<file path="src/sv/hrpa_pkg.sv">
// shared types, codes and the hex digit decoder for the hex record page assembler
`timescale 1ns / 1ps

package hrpa_pkg;

  // character position within a record, counted from the colon
  typedef logic [9:0] pos_t;

  // commands from the controller to the datapath
  typedef struct packed {
    logic take;       // a character word is accepted this cycle
    logic load_word;  // read the current page word from the store
    logic next_word;  // current page word has been taken downstream
    logic finish;     // page emission over, release the page store
  } dp_cmd_t;

  // status from the datapath to the controller
  typedef struct packed {
    logic page_ready;  // the accepted character completes a page
    logic last_word;   // the page word counter sits on the final word
  } dp_sts_t;

  localparam logic [7:0] CHAR_COLON = 8'h3A;
  localparam logic [7:0] KIND_DATA  = 8'h00;
  localparam logic [7:0] KIND_END   = 8'h01;
  localparam logic [7:0] BYTE_PAD   = 8'hFF;

  localparam pos_t POS_LENGTH = 10'd2;
  localparam pos_t POS_KIND   = 10'd8;
  localparam pos_t POS_DATA   = 10'd10;

  // ascii hex digit to nibble, anything else decodes as zero
  function automatic logic [3:0] hex_value(input logic [7:0] c);
    logic [3:0] v;
    case (c) inside
      [8'h30:8'h39]: v = 4'(c - 8'h30);
      [8'h41:8'h46]: v = 4'(c - 8'h37);
      [8'h61:8'h66]: v = 4'(c - 8'h57);
      default:       v = 4'h0;
    endcase
    return v;
  endfunction

endpackage

</file>
<file path="src/sv/hex_record_page_assembler.sv">
// Takes one hex text character per cycle; a character that completes a page
// stalls intake while the page leaves as PAGE_BYTES/2 words; each word is
// read from the page store into the output register in a read state and then
// shown, so the first word shows once the read state that follows the
// completing character is through. Synchronous active-low reset clears the decoder and
// the page address; the page store is not cleared.
`timescale 1ns / 1ps

module hex_record_page_assembler #(
  parameter int PAGE_BYTES   = 128,
  parameter int ADDRESS_STEP = 64
) (
  input  logic        clk,
  input  logic        rst_n,
  input  logic        cfg_wr_en,
  input  logic [15:0] cfg_wr_data,
  input  logic        in_valid,
  output logic        in_stall,
  input  logic [7:0]  in_character,
  output logic        out_valid,
  input  logic        out_stall,
  output logic [15:0] out_page_word,
  output logic [5:0]  out_word_index,
  output logic [15:0] out_page_address,
  output logic        out_from_end_record,
  output logic        out_last
);

  hrpa_pkg::dp_cmd_t cmd;
  hrpa_pkg::dp_sts_t sts;

  // sequencing
  hrpa_ctrl u_ctrl (
    .clk       (clk),
    .rst_n     (rst_n),
    .in_valid  (in_valid),
    .in_stall  (in_stall),
    .out_valid (out_valid),
    .out_stall (out_stall),
    .cmd       (cmd),
    .sts       (sts)
  );

  // decode and page store
  hrpa_dp #(
    .PAGE_BYTES   (PAGE_BYTES),
    .ADDRESS_STEP (ADDRESS_STEP)
  ) u_dp (
    .clk                 (clk),
    .rst_n               (rst_n),
    .in_character        (in_character),
    .cfg_wr_en           (cfg_wr_en),
    .cfg_wr_data         (cfg_wr_data),
    .cmd                 (cmd),
    .sts                 (sts),
    .out_page_word       (out_page_word),
    .out_word_index      (out_word_index),
    .out_page_address    (out_page_address),
    .out_from_end_record (out_from_end_record),
    .out_last            (out_last)
  );

endmodule

</file>
<file path="src/sv/hrpa_ctrl.sv">
// controller state machine: character intake and page word emission sequencing
`timescale 1ns / 1ps

module hrpa_ctrl (
  input  logic              clk,
  input  logic              rst_n,
  input  logic              in_valid,
  output logic              in_stall,
  output logic              out_valid,
  input  logic              out_stall,
  output hrpa_pkg::dp_cmd_t cmd,
  input  hrpa_pkg::dp_sts_t sts
);

  typedef enum logic [1:0] {
    S_CHAR,
    S_READ,
    S_SHOW
  } state_t;

  state_t state_r;
  state_t state_nxt;

  // handshake decode
  assign in_stall  = (state_r != S_CHAR);
  assign out_valid = (state_r == S_SHOW);

  // command decode and next state
  always_comb begin
    cmd       = '0;
    state_nxt = state_r;
    case (state_r)
      S_CHAR: begin
        cmd.take = in_valid;
        if (in_valid && sts.page_ready) begin
          state_nxt = S_READ;
        end
      end
      S_READ: begin
        cmd.load_word = 1'b1;
        state_nxt     = S_SHOW;
      end
      S_SHOW: begin
        if (!out_stall) begin
          cmd.next_word = 1'b1;
          if (sts.last_word) begin
            cmd.finish = 1'b1;
            state_nxt  = S_CHAR;
          end else begin
            state_nxt = S_READ;
          end
        end
      end
      default: begin
        state_nxt = S_CHAR;
      end
    endcase
  end

  // state register
  always_ff @(posedge clk) begin
    if (!rst_n) begin
      state_r <= S_CHAR;
    end else begin
      state_r <= state_nxt;
    end
  end

endmodule

</file>
<file path="src/sv/hrpa_dp.sv">
// datapath: record decoding, page store banks, page address and word readout
`timescale 1ns / 1ps

module hrpa_dp #(
  parameter int PAGE_BYTES   = 128,
  parameter int ADDRESS_STEP = 64
) (
  input  logic              clk,
  input  logic              rst_n,
  input  logic [7:0]        in_character,
  input  logic              cfg_wr_en,
  input  logic [15:0]       cfg_wr_data,
  input  hrpa_pkg::dp_cmd_t cmd,
  output hrpa_pkg::dp_sts_t sts,
  output logic [15:0]       out_page_word,
  output logic [5:0]        out_word_index,
  output logic [15:0]       out_page_address,
  output logic              out_from_end_record,
  output logic              out_last
);

  localparam int WORDS = PAGE_BYTES / 2;
  localparam int ROWS  = (PAGE_BYTES + 1) / 2;
  localparam int CW    = $clog2(PAGE_BYTES + 1);
  localparam int IW    = CW + 1;
  localparam int WW    = (WORDS > 1) ? $clog2(WORDS) : 1;
  localparam int RW    = (ROWS > 1) ? $clog2(ROWS) : 1;

  // record decode state
  hrpa_pkg::pos_t char_pos_r, char_pos_nxt;
  logic           in_rec_r, in_rec_nxt;
  logic [3:0]     hi_nib_r, hi_nib_nxt;
  logic [7:0]     rec_len_r, rec_len_nxt;

  // page state
  logic [CW-1:0]  byte_cnt_r, byte_cnt_nxt;
  logic [WW-1:0]  word_cnt_r, word_cnt_nxt;
  logic [15:0]    cur_addr_r, cur_addr_nxt;
  logic           first_pend_r, first_pend_nxt;
  logic           from_end_r, from_end_nxt;
  logic [15:0]    page_word_r;

  // page store, even and odd bytes in separate banks
  logic [7:0]     even_mem [ROWS];
  logic [7:0]     odd_mem  [ROWS];

  logic [3:0]     nib;
  logic [7:0]     byte_val;
  logic           store;
  hrpa_pkg::pos_t rec_end;
  logic [RW-1:0]  wr_row;
  logic [RW-1:0]  rd_row;
  logic [IW-1:0]  lo_idx;
  logic [IW-1:0]  hi_idx;
  logic           lo_ok;
  logic           hi_ok;

  assign nib      = hrpa_pkg::hex_value(in_character);
  assign byte_val = {hi_nib_r, nib};
  assign rec_end  = hrpa_pkg::pos_t'({rec_len_r, 1'b0}) + hrpa_pkg::POS_KIND;

  // character step and page bookkeeping
  always_comb begin
    char_pos_nxt   = char_pos_r;
    in_rec_nxt     = in_rec_r;
    hi_nib_nxt     = hi_nib_r;
    rec_len_nxt    = rec_len_r;
    byte_cnt_nxt   = byte_cnt_r;
    word_cnt_nxt   = word_cnt_r;
    cur_addr_nxt   = cur_addr_r;
    first_pend_nxt = first_pend_r;
    from_end_nxt   = from_end_r;
    store          = 1'b0;
    sts.page_ready = 1'b0;
    sts.last_word  = (word_cnt_r == WW'(WORDS - 1));

    if (cmd.take) begin
      if (in_character == hrpa_pkg::CHAR_COLON) begin
        in_rec_nxt   = 1'b1;
        char_pos_nxt = 10'd1;
      end else if (in_rec_r) begin
        char_pos_nxt = char_pos_r + 10'd1;
        if (char_pos_r[0]) begin
          hi_nib_nxt = nib;
        end else if (char_pos_r == hrpa_pkg::POS_LENGTH) begin
          rec_len_nxt = byte_val;
        end else if (char_pos_r == hrpa_pkg::POS_KIND) begin
          if (byte_val == hrpa_pkg::KIND_END) begin
            // end record: pad and flush whatever the page holds
            sts.page_ready = 1'b1;
            from_end_nxt   = 1'b1;
            cur_addr_nxt   = cur_addr_r + 16'(ADDRESS_STEP);
            in_rec_nxt     = 1'b0;
          end else if (byte_val != hrpa_pkg::KIND_DATA || rec_len_r == 8'h00) begin
            in_rec_nxt = 1'b0;
          end
        end else if (char_pos_r >= hrpa_pkg::POS_DATA) begin
          // data byte into the page
          store        = 1'b1;
          byte_cnt_nxt = byte_cnt_r + CW'(1);
          if (byte_cnt_nxt == CW'(PAGE_BYTES)) begin
            sts.page_ready = 1'b1;
            from_end_nxt   = 1'b0;
            first_pend_nxt = 1'b0;
            if (!first_pend_r) begin
              cur_addr_nxt = cur_addr_r + 16'(ADDRESS_STEP);
            end
          end
          if (char_pos_r >= rec_end) begin
            in_rec_nxt = 1'b0;
          end
        end
      end
    end

    if (cmd.next_word) begin
      word_cnt_nxt = word_cnt_r + WW'(1);
    end
    if (cmd.finish) begin
      word_cnt_nxt = '0;
      byte_cnt_nxt = '0;
    end
    if (cfg_wr_en) begin
      cur_addr_nxt = cfg_wr_data;
    end
  end

  // control registers
  always_ff @(posedge clk) begin
    if (!rst_n) begin
      char_pos_r   <= '0;
      in_rec_r     <= 1'b0;
      hi_nib_r     <= '0;
      rec_len_r    <= '0;
      byte_cnt_r   <= '0;
      word_cnt_r   <= '0;
      cur_addr_r   <= '0;
      first_pend_r <= 1'b1;
      from_end_r   <= 1'b0;
    end else begin
      char_pos_r   <= char_pos_nxt;
      in_rec_r     <= in_rec_nxt;
      hi_nib_r     <= hi_nib_nxt;
      rec_len_r    <= rec_len_nxt;
      byte_cnt_r   <= byte_cnt_nxt;
      word_cnt_r   <= word_cnt_nxt;
      cur_addr_r   <= cur_addr_nxt;
      first_pend_r <= first_pend_nxt;
      from_end_r   <= from_end_nxt;
    end
  end

  // store addressing; bytes past the fill count read as padding
  assign wr_row = byte_cnt_r[RW:1];
  assign rd_row = RW'(word_cnt_r);
  assign lo_idx = IW'({word_cnt_r, 1'b0});
  assign hi_idx = lo_idx + IW'(1);
  assign lo_ok  = (lo_idx < IW'(byte_cnt_r));
  assign hi_ok  = (hi_idx < IW'(byte_cnt_r));

  // page store write and registered word read
  always_ff @(posedge clk) begin
    if (store) begin
      if (byte_cnt_r[0]) begin
        odd_mem[wr_row] <= byte_val;
      end else begin
        even_mem[wr_row] <= byte_val;
      end
    end
    if (cmd.load_word) begin
      page_word_r <= {hi_ok ? odd_mem[rd_row] : hrpa_pkg::BYTE_PAD,
                      lo_ok ? even_mem[rd_row] : hrpa_pkg::BYTE_PAD};
    end
  end

  // result word fields
  assign out_page_word         = page_word_r;
  assign out_word_index        = 6'(word_cnt_r);
  assign out_page_address      = cur_addr_r;
  assign out_from_end_record   = from_end_r;
  assign out_last              = sts.last_word;

endmodule
</file>
<file path="config.mk">
export PLATFORM = sky130hd
export DESIGN_NAME = hex_record_page_assembler
export DESIGN_NICKNAME = d
export VERILOG_FILES = /design/src/sv/hrpa_pkg.sv /design/src/sv/hex_record_page_assembler.sv /design/src/sv/hrpa_ctrl.sv /design/src/sv/hrpa_dp.sv
export SDC_FILE = /design/constraint.sdc
export NUM_CORES = 1
export LEC_CHECK = 0
export BUFFER_PORTS_ARGS = -buffer_cell sky130_fd_sc_hd__buf_2
export CAP_MARGIN = 10
export CORE_MARGIN = 4
export CORE_UTILIZATION = 60
export CTS_BUF_LIST = sky130_fd_sc_hd__clkbuf_4 sky130_fd_sc_hd__clkbuf_8
export CTS_CLUSTER_DIAMETER = 100
export CTS_CLUSTER_SIZE = 30
export DETAILED_ROUTE_END_ITERATION = 6
export PLACE_DENSITY = 0.76
export SETUP_SLACK_MARGIN = 0.02
export SYNTH_ARGS = -nofsm -noshare
export SYNTH_HDL_FRONTEND = slang
export SYNTH_HIERARCHICAL = 1
export SYNTH_SLANG_ARGS = --single-unit
</file>
<file path="constraint.sdc">
create_clock -name clk -period 7.7 [get_ports clk]
set_clock_uncertainty 0.2 [all_clocks]
set_input_delay 1.54 -clock clk [delete_from_list [all_inputs] [get_ports clk]]
set_output_delay 1.54 -clock clk [all_outputs]
set_load 0.01 [all_outputs]
</file>
== Word level (Yosys, flattened, before mapping) ==
Memory sizes are Yosys's and may differ from the RTL's. A register that Yosys moved wholly into a read port is not among the register bits.
Cells that the tools add are included.

* Register bits: 57
* RAM bits: 1024
* Logic and storage cells: 139
* Memories: 2

* $add $sub $neg: 9
* $lt $le $gt $ge: 10
* Eq/ne operators: 16
* Mux-type cells: 60
* Bitwise operators: 5
* Reductions and logical operators: 27

{| class="wikitable"
|+ Memories
! memory !! depth !! bits a word !! rd ports !! clocked after memory_dff !! wr ports !! RTL line !! text
|-
| u_dp.even_mem || 64 || 8 || 1 || 1 || 1 || hrpa_dp.sv:44 || <nowiki>logic [7:0] even_mem [ROWS];</nowiki>
|-
| u_dp.odd_mem || 64 || 8 || 1 || 1 || 1 || hrpa_dp.sv:45 || <nowiki>logic [7:0] odd_mem [ROWS];</nowiki>
|}

{| class="wikitable"
|+ Operator list
! kind !! number
|-
| $mux 16 || 11
|-
| $mux 1 || 39
|-
| $mux 10 || 2
|-
| $add 16x7->16 const B || 1
|-
| $ge 8x7->1 const B || 2
|-
| $le 8x7->1 const B || 2
|-
| $reduce_and 8->1 || 2
|-
| $mux 4 || 3
|-
| $reduce_bool 2->1 || 6
|-
| $add 10x1->10 const B || 1
|-
| $add 9x4->10 const B || 1
|-
| $eq 10x2->1 const B || 1
|-
| $eq 10x4->1 const B || 1
|-
| $ge 10x10->1 || 1
|-
| $ge 10x4->1 const B || 1
|-
| $ne 2x2->1 const B || 5
|-
| $lt 9x8->1 || 1
|-
| $reduce_and 9->1 || 1
|-
| $add 7x1->8 const B || 1
|-
| $add 8x1->8 const B || 1
|-
| $eq 8x1->1 const B || 1
|-
| $eq 8x6->1 const B || 1
|-
| $eq 8x8->1 const B || 1
|-
| $ge 8x6->1 const B || 1
|-
| other kinds (25) || 40
|}

== Logic depth before layout (Yosys ltp) ==
Gate-level depths: netlist (run 1).

* Depth after elaboration: 16
* Depth in mapped cells: 12
* Depth with buffers taken out: 10

== Cells and area by module ==
Netlist (run 1), hierarchy kept.

{| class="wikitable"
|+ Modules (own cells, without submodules)
! module !! times used !! cells an instance !! area an instance (µm²) !! seq. area each (µm²)
|-
| hrpa_dp || 1 || 2084 || 43296.5 || 32331.0
|-
| hrpa_ctrl || 1 || 16 || 138.9 || 40.0
|}

== Worst setup path after synthesis (run 1) ==
OpenSTA, ideal clock, no wires.

* Path type: input to register
* Start: input in_character[0]
* End: memory u_dp.even_mem[0][2] (data pin)
* Data arrival time: 5.444 ns
* Path slack: 1.248 ns
* Cell stages on the path: 6
* Cells stage by stage: inv_1 > ha_1 > nor3b_1 > a311oi_1 > o21ai_0 > nor2_1

* Cells in the longest elaborated chain, start to end: 5
* Elaborated cells on any way between the ends: 15
* Those cells by class: add/sub (3); order compare (6); mux (3); reduce/logical (3)

{| class="wikitable"
|+ RTL lines
! item !! RTL line !! text
|-
| start, declared || hex_record_page_assembler.sv:19 || <nowiki>input logic [7:0] in_character,</nowiki>
|-
| $ge 8x7->1 (implied by the code) or $le 8x7->1 (tied branches) || hrpa_dp.sv:58 || <nowiki>assign nib = hrpa_pkg::hex_value(in_character);</nowiki>
|-
| $logic_and 1x1->1 (implied by the code) || hrpa_dp.sv:58 ||
|-
| $mux 4 (2 in a row) || hrpa_pkg.sv:35 || <nowiki>case (c) inside</nowiki>
|-
| $mux 4 (*) || hrpa_pkg.sv:35 ||
|-
| named net u_dp.nib[2] || hrpa_dp.sv:47 || <nowiki>logic [3:0] nib;</nowiki>
|-
| end, declared || hrpa_dp.sv:44 ||
|}

Mark *: on every way through the listed nets, which the timed path passes. The rest lies on a longest branch.

== Worst setup path after layout (run 1) ==
* Start: register u_dp.word_cnt_r[0], in the netlist u_dp/out_word_index[0]
* End: output out_last

* Cells in the longest elaborated chain, start to end: 1

{| class="wikitable"
|+ RTL lines
! item !! RTL line !! text
|-
| start, declared || hrpa_dp.sv:37 || <nowiki>logic [WW-1:0] word_cnt_r, word_cnt_nxt;</nowiki>
|-
| start signal, assigned || hrpa_dp.sv:146 || <nowiki>word_cnt_r <= word_cnt_nxt;</nowiki>
|-
| $eq 6x6->1 || hrpa_dp.sv:75 || <nowiki>sts.last_word = (word_cnt_r == WW'(WORDS - 1));</nowiki>
|-
| end, declared || hex_record_page_assembler.sv:26 || <nowiki>output logic out_last</nowiki>
|}

Every way passes these cells.

==> impl_metrics.ini, run 1 <==
[run]
cap_violations = 0

[yosys]
yosysTopAreaCell = edfxtp_1
ys_warn_count = 6
synthMostInstantiatedCell = edfxtp_1
yosys.area_share.xor_xnor = 0.004234
async_flop_share = 0
synth_top_family_by_area = multiplexers
synth_compound_area_frac = 0.01642
synth_top_area_frac = 0.7190
yosys.area_share.simple = 0.03676
syn-num-nets = 2157
synth_ff_type = edfxtp_1
synth_fa_ha_area_frac = 0.008066
synth_area_leaders = edfxtp_1, mux4_2, dfxtp_1
yosysSeqAreaShare = 0.7453
synth_cell_types = 67
synth_edf_count = 1040
synthCells = 2100
syn_area_um2 = 43440
postSynthAreaPerCell_um2 = 20.68
synthMuxAreaShare = 0.1765
ys_ff_latch = 1097
yosys-top-cells-count = edfxtp_1, mux4_2, nor2_1, clkbuf_1, dfxtp_1

[timing]
rsz0062_at_grt = false
tightest_slew_ps = 1187
hold_viol_final = 0
relSlewSlack = 0.2084
setup_tns_ps = 0
maxSlewViolCount = 0
fin_crit_sh = 0.6305
min_period_ps = 4855
max_clock_freq_ghz = 0.2060
setup_viol = 0

[route]
wire_per_inst_um = 32.72
drc = 0
vias_per_cell = 6.927
vias = 21500
initialDrtViolationCount = 3355
drt_wl_total_um = 101600
ant_nets = 0
detail_route.first_pass.iterations = 6

[hold_path]
min_path_type = flop to flop

[critical_path]
endpoint_kind = output pin
crit_fanout = 84
critPathKind = flop to output pin
crit_path_start_kind = flop
worstPathArrival_ps = 3110
required_ps = 5960

[run_status]
status = complete, no violations

[cells_and_area]
nNetsFinal = 2191
syn_to_final_growth_pct = 4.900
fin_cells = 3104
drive_above_1_share = 0.2347

[global_routing]
track_usage = 0.2649
gr-total-overflow = 0
grt_max_degree = 179
antenna_found_initial = 5
grt_pass1_wl_um = 148300
grt_pass1_vias = 21033

[die]
die-area_um2 = 76760
ios = 71
die_w_um = 277.1
start_util = 0.6066
die_h_um = 277.1
coreArea_um2 = 71610
rows = 98

[power]
ir_drop_uv = 147.6
cellLeakagePower_nw = 11.36
power_density_nw_per_um2 = 191.0

[clock_tree]
clkLatencyLatePin_ps = 730
path_clk_slew_ps = 170
cts_buffer_depth = 3
clock_sinks = 1097
hold_buffers = 0
cts_buffers = 42
cts_tree = yes
cts_setup_buffers = 0
cts_resized = 0
cts_htree_levels = 2
cts_root_buffer = clkbuf_8

[placed_design]
gp_congestion = 0.8975
dpl.hpwl_um = 62890
io_buffer_count = 70
dp.cells = 3040
==> worst max-delay path, stage by stage (launching register included) <==
cell and delay, ps:
dfxtp_4 850, buf_12 550, ha_1 310, nand4_1 100
nor2_1 370, buf_2 210
==> final timing paths <==
check	end	slack, ps	cells past startpoint	start
hold / removal	u_dp/out_page_address[3]	320	2	u_dp/out_page_address[3]
setup / recovery	out_last	2850	5	u_dp/out_word_index[0]
hold reg to reg	u_dp/out_page_address[3]	320	2	u_dp/out_page_address[3]
setup reg to reg	u_dp/out_page_word[7]	3240	6	u_dp/out_word_index[1]
==> kinds of logic (layout without fill, tap and decap cells) <==
kind of cell,after synthesis,count (layout)
AO/OA/AOI/OAI,110,110
XOR/XNOR,21,21
flip-flops,1097,1097
multiplexers,366,366
buffers and inverters,134,186
other,0,2
adder cells (fa/ha/maj),28,28
AND/OR/NAND/NOR,344,344
==> area by class of cell <==
class,instances,area [µm²]
Clock buffer,56,689.4
Multi-Input combinational cell,869,10530
Inverter,27,106.4
Antenna cell,2,5.005
Sequential cell,1097,32400
Fill cell,4664,26050
Timing Repair Buffer,97,603.1
Clock inverter,6,41.29
Tap cell,950,1189
==> state kept, by name, indices dropped and copies added, names as in the netlist, 2 cells and up <==
register               cells
u_dp/hi_nib_r              4
u_dp/out_word_index        6
u_dp/even_mem            512
u_dp/out_page_word        16
u_dp/odd_mem             512
u_dp/out_page_address     16
u_ctrl/state_r             2
u_dp/byte_cnt_r            8
u_dp/char_pos_r           10
u_dp/rec_len_r             8
==> per-stage QoR <==
stage	setup WS [ps]	utilization	power [mW]	instance area [µm²]	hold WS, ps
2_1_floorplan	1248	-	6.627	43440	267.9
3_3_place_gp	2367	0.6260	6.664	44830	268.9
3_5_place_dp	2295	0.6260	6.666	44830	284.0
4_1_cts	2675	0.6362	8.746	45560	322.2
5_1_grt	2540	0.6363	8.996	45560	365.2
6_report	2845	0.6363	8.704	45560	321.8
==> per-layer routing <==
metal / vias to the layer above / share of wire / global-route usage / wire length [µm]
li1: 8649 / - / - / -
met1: 11102 / 0.38 / 0.3933 / 38420
met2: 1568 / 0.47 / 0.4006 / 47370
met3: 175 / 0.13 / 0.07503 / 12990
met4: 6 / 0.027 / 0.06427 / 2765
met5: - / 0.00029 / 0 / 29
==> layout by cell type (no fill, tap or decap), types with 6 or more instances in the layout <==
master,count
a21oi_1,38
a22oi_1,17
and3_1,9
buf_2,70
buf_4,23
clkbuf_4,13
clkbuf_8,43
dfxtp_1,48
dfxtp_4,8
edfxtp_1,1040
ha_1,28
inv_1,22
mux2i_1,46
mux4_2,320
nand2_1,36
nand3_1,34
nand4_1,16
nor2_1,195
nor2b_1,6
nor3_1,8
o21ai_0,17
o21ai_1,8
xnor2_1,9
xor2_1,12
==> power breakdown <==
part | switching [mW] | internal, mW | leakage, nW
clock network | 1.58 | 0.590 | 0.380
registers | 0.00569 | 6.45 | 8.29
logic | 0.0588 | 0.0196 | 2.69
total | 1.65 | 7.06 | 11.4
(Power assumes the default switching activity.)
==> inputs of run 2 (changes only) <==
Clock period 7.7 ns to 4.6 ns, I/O delays scaled along.
==> run 2 against run 1 <==
  * Final area increased by 3.0%
  * Cell count increased by 5.1%
  * First-iteration DRC count rose by 6.3%
  * Sequential power increased by 67%
==> impl_metrics.ini, run 2 (synthesized netlist as in run 1, its figures left out) <==
[cells_and_area]
reg_top3 = u_dp/even_mem (512), u_dp/odd_mem (512)
final_cell_mix = edfxtp_1, mux4_2, nor2_1, buf_4, buf_2
ff_latch_area_um2 = 32400
fillers = 4596
multi_input_area_um2 = 10530
syn_to_final_growth_pct = 8.095
nNetsFinal = 2349
drive_above_1_share = 0.2874
final_common_cell = edfxtp_1

[clock_tree]
clock_sinks = 1097
cts_resized = 0
clkLatencyLatePin_ps = 730
cts_root_buffer = clkbuf_8
hold_buffers = 0
cts_htree_levels = 2
cts_tree = yes
cts_setup_buffers = 0
cts_buffers = 43
path_clk_slew_ps = 160
cts_buffer_depth = 3

[global_routing]
antenna_found_initial = 3
gr-total-overflow = 0
grt_pass1_wl_um = 144100
grt_pass1_vias = 21654
track_usage = 0.2507
grt_max_degree = 131

[timing]
setup_slack_ps = 707.2
fin_crit_sh = 0.8463
hold_viol_final = 0
relSlewSlack = 0.2434
setup_tns_ps = 0
max_clock_freq_ghz = 0.2569
timing.hold.ws_ps = 209.1
tightest_slew_ps = 1135
maxSlewViolCount = 0
min_period_ps = 3893
setup_viol = 0
rsz0062_at_grt = false

[die]
die_h_um = 277.1
start_util = 0.6066
ios = 71
die-area_um2 = 76760
die_w_um = 277.1
rows = 98
coreArea_um2 = 71610

[route]
drt_wl_total_um = 95890
ant_nets = 0
wire_per_inst_um = 29.40
vias = 21782
initialDrtViolationCount = 3566
vias_per_cell = 6.677
detail_route.first_pass.iterations = 5
drc = 0

[power]
ir_drop_uv = 215.4
cellLeakagePower_nw = 12.32
power_density_nw_per_um2 = 314.1

[critical_path]
crit_fanout = 12
cp_slowest_stage_delay_ps = 530
crit_path_start_kind = flop
crit_path_cell_trace = inv_1 -> ha_1 -> nor3b_1 -> a31oi_1 -> nand2_1 -> a21oi_1 -> buf_4 -> and2_1 -> buf_4 -> nand4_1 -> nor2_1 -> buf_4
cp_common_cell = buf_4
endpoint_kind = flop
slowest_stage = dfxtp_1
worstPathArrival_ps = 4130
required_ps = 4840
critPathKind = flop to flop
crit_buf_inv = 4
crit_family = simple AND/OR/NAND/NOR gates

[placed_design]
io_buffer_count = 70
gp_congestion = 0.8742
dpl.hpwl_um = 59870
place_ws_ps = 599.3

[run]
cap_violations = 0

[run_status]
status = complete, no violations

[hold_path]
min_path_type = primary input to flop
## run 2: cell count changes in the layout (fill, tap and decap cells not counted), sizes merged
cell      delta
buf        +157
clkbuf       +3
clkinvlp     -3
bufinv       +1
clkinv       -1
inv          +1
## run 2: metrics by stage
stage / utilization / std cells / total power [mW] / area [µm²]
2_1_floorplan: - / 2100 / 11.09 / 43440
3_5_place_dp: 0.6444 / 3197 / 11.15 / 46140
4_1_cts: 0.6556 / 3260 / 14.80 / 46950
5_1_grt: 0.6556 / 3261 / 15.22 / 46950
6_report: 0.6557 / 3262 / 14.75 / 46950
3_3_place_gp: 0.6444 / 3197 / 11.15 / 46140
## run 2: layout make-up
| cell class | instances | share of cell area |
|---|---|---|
| flip-flops and latches | 1097 | 0.6901 |
| multi-input cells | 869 | 0.2242 |
| clock inverters | 4 | 0.001519 |
| diodes | 2 | 0.0001066 |
| inverters | 27 | 0.002265 |
| repair buffers | 254 | 0.04088 |
| well taps | 950 | 0.02532 |
| clock buffers | 59 | 0.01556 |
## run 2: routing by layer
metal,routed length [µm],vias to the layer above,track usage
li1,-,8951,-
met1,38430,11422,0.3940
met2,44940,1316,0.3790
met3,10910,93,0.05159
met4,1607,0,0.04585
met5,0,-,0
## run 2: worst reg2reg max path: cells and delay by family (launching register included)
family / cells / cell delay [ps]
flops: 1 / 530
fa+ha+maj: 1 / 290
compound gates: 2 / 460
buf+inv: 4 / 820
simple gates: 5 / 1310
## run 2: report_power, final
part           switching, mW  total, mW  internal, mW
sequential           0.00955       10.8          10.8
clock                   2.71       3.82          1.11
combinational         0.0920      0.126        0.0341
## run 2: worst paths after layout
path,slack (ps),start,cells past startpoint,endpoint
min reg2reg,310,u_dp/out_from_end_record,2,u_dp/out_from_end_record
max reg2reg,710,u_dp/char_pos_r[0],12,u_dp/odd_mem[36][2]
max,710,u_dp/char_pos_r[0],12,u_dp/odd_mem[36][2]
min,210,cfg_wr_data[2],3,u_dp/out_page_address[2]
==> inputs of run 3 (changes only) <==
Clock period 4.6 ns to 4 ns, I/O delays scaled along.
==> run 3 against run 2 <==
  * Critical path depth decreased by 2
  * Sequential share of layout area is 0.29 points lower
  * Maximum frequency rose by 4.1%
  * Hold slack got worse by 84 ps
  * Utilization grew 0.27 points
  * Global-route usage is 0.49 points lower
  * Die area is the same
  * Critical path type unchanged
  * Critical endpoint is now u_dp/odd_mem[38][1]
  * Largest power group unchanged
==> impl_metrics.ini, run 3 (synthesized netlist as in run 1, its figures left out) <==
[route]
ant_nets = 0
detail_route.first_pass.iterations = 5
initialDrtViolationCount = 2917
vias = 21636
drt_wl_total_um = 93900
drc = 0
vias_per_cell = 6.586
wire_per_inst_um = 28.59

[power]
ir_drop_uv = 265.6
cellLeakagePower_nw = 12.49
power_density_nw_per_um2 = 356.3

[critical_path]
critPathKind = flop to flop
crit_path_start_kind = flop
cp_slowest_stage_delay_ps = 530
r2r_slack_ps = 260
crit_buf_inv = 2
r2r_end = u_dp/odd_mem[38][1]
ff2ff_path_depth = 10
r2r-start = u_dp/char_pos_r[0]
worstPathArrival_ps = 3970
endpoint_kind = flop
slowest_stage = dfxtp_1
crit_family = simple AND/OR/NAND/NOR gates
required_ps = 4240
crit_path_cell_trace = inv_1 -> ha_1 -> nor3b_1 -> a31oi_1 -> nand2_1 -> a21oi_1 -> and2_2 -> nand4_1 -> nor2_1 -> buf_4
crit_fanout = 8

[timing]
max_clock_freq_ghz = 0.2675
rsz0062_at_grt = false
timing.hold.ws_ps = 124.7
tightest_slew_ps = 1216
setup_viol = 0
hold_viol_final = 0
maxSlewViolCount = 0
setup_slack_ps = 261.6
min_period_ps = 3738
fin_crit_sh = 0.9346
relSlewSlack = 0.1895

[hold_path]
holdPathStages = 3
min_path_type = primary input to flop
hold_start = cfg_wr_data[0]
min_to = u_dp/out_page_address[0]

[cells_and_area]
nNetsFinal = 2374
fillers = 4572
drive_above_1_share = 0.2948
ff_latch_area_um2 = 32400
reg_top3 = u_dp/even_mem (512), u_dp/odd_mem (512)
multi_input_area_um2 = 10530
final_core_util = 0.6584
final_common_cell = edfxtp_1
final_cell_mix = edfxtp_1, mux4_2, nor2_1, buf_4, buf_2
syn_to_final_growth_pct = 8.547

[placed_design]
dpl.hpwl_um = 60620
io_buffer_count = 70
gp_congestion = 0.8779
place_ws_ps = -41.44

[die]
die_w_um = 277.1
rows = 98
start_util = 0.6066
die_h_um = 277.1
die-area_um2 = 76760
ios = 71
coreArea_um2 = 71610

[global_routing]
gr-total-overflow = 0
grt_max_degree = 110
track_usage = 0.2458
antenna_found_initial = 1
grt_pass1_wl_um = 141400
grt_pass1_vias = 21359

[clock_tree]
clkLatencyLatePin_ps = 710
cts_buffer_depth = 3
cts_buffers = 42
cts_root_buffer = clkbuf_8
cts_htree_levels = 2
path_clk_slew_ps = 160
clock_sinks = 1097
cts_tree = yes

[run_status]
status = complete, no violations

[run]
cap_violations = 0
## run 3: metal layers
layer | track usage | vias up | wire length, µm | part of all wire
met1 | 0.3833 | 11310 | 37070 | 0.39
met2 | 0.3821 | 1226 | 44700 | 0.48
met4 | 0.03919 | 0 | 1514 | 0.016
li1 | - | 9005 | - | -
met5 | 0 | - | 0 | 0
met3 | 0.04510 | 95 | 10610 | 0.11
## run 3: worst max-delay path by stage
stage / start / endpoint / slack (ps) / cells after the start
finish: u_dp/char_pos_r[0] / u_dp/odd_mem[38][1] / 260 / 10
CTS: u_dp/char_pos_r[0] / u_dp/odd_mem[34][7] / 90 / 10
detailed placement: in_character[0] / u_dp/odd_mem[34][6] / -40 / 11
floorplan: in_character[0] / u_dp/even_mem[0][1] / 220 / 6
global placement: in_character[0] / u_dp/odd_mem[47][2] / 70 / 11
global route: u_dp/char_pos_r[0] / u_dp/even_mem[31][2] / 50 / 11
## run 3: cell type report
type | instances | area share
diodes | 1 | 0.00005308
clock buffers | 58 | 0.01521
clock inverters | 3 | 0.0003715
inverters | 27 | 0.002256
multi-input cells | 869 | 0.2233
flip-flops and latches | 1097 | 0.6873
well taps | 950 | 0.02521
repair buffers | 280 | 0.04634
## run 3: stage by stage
stage | instances | TNS, ps | instance area [µm²] | total power [mW]
5_1_grt | 3285 | 0 | 47150 | 17.35
3_5_place_dp | 3222 | -1673 | 46380 | 12.83
2_1_floorplan | 2100 | 0 | 43440 | 12.76
6_report | 3285 | 0 | 47150 | 16.80
3_3_place_gp | 3222 | 0 | 46380 | 12.82
4_1_cts | 3283 | 0 | 47120 | 16.86
## run 3: what timing repair did
action                                 in CTS  in global routing
setup endpoints to repair                   0                472
endpoints found under the hold margin       0                  0
hold buffers                                0                  0
gates resized for setup                     0                  1
buffers inserted                            0                  0
## run 3: where the power goes
part / total, mW / internal [mW] / switching, mW
clock network: 4.23 / 1.17 / 3.06
logic: 0.150 / 0.0453 / 0.105
registers: 12.4 / 12.4 / 0.0106
## run 3: worst min-delay path: stages
cell and delay (ps):
buf_2 70, mux2i_1 50, nor2_1 70
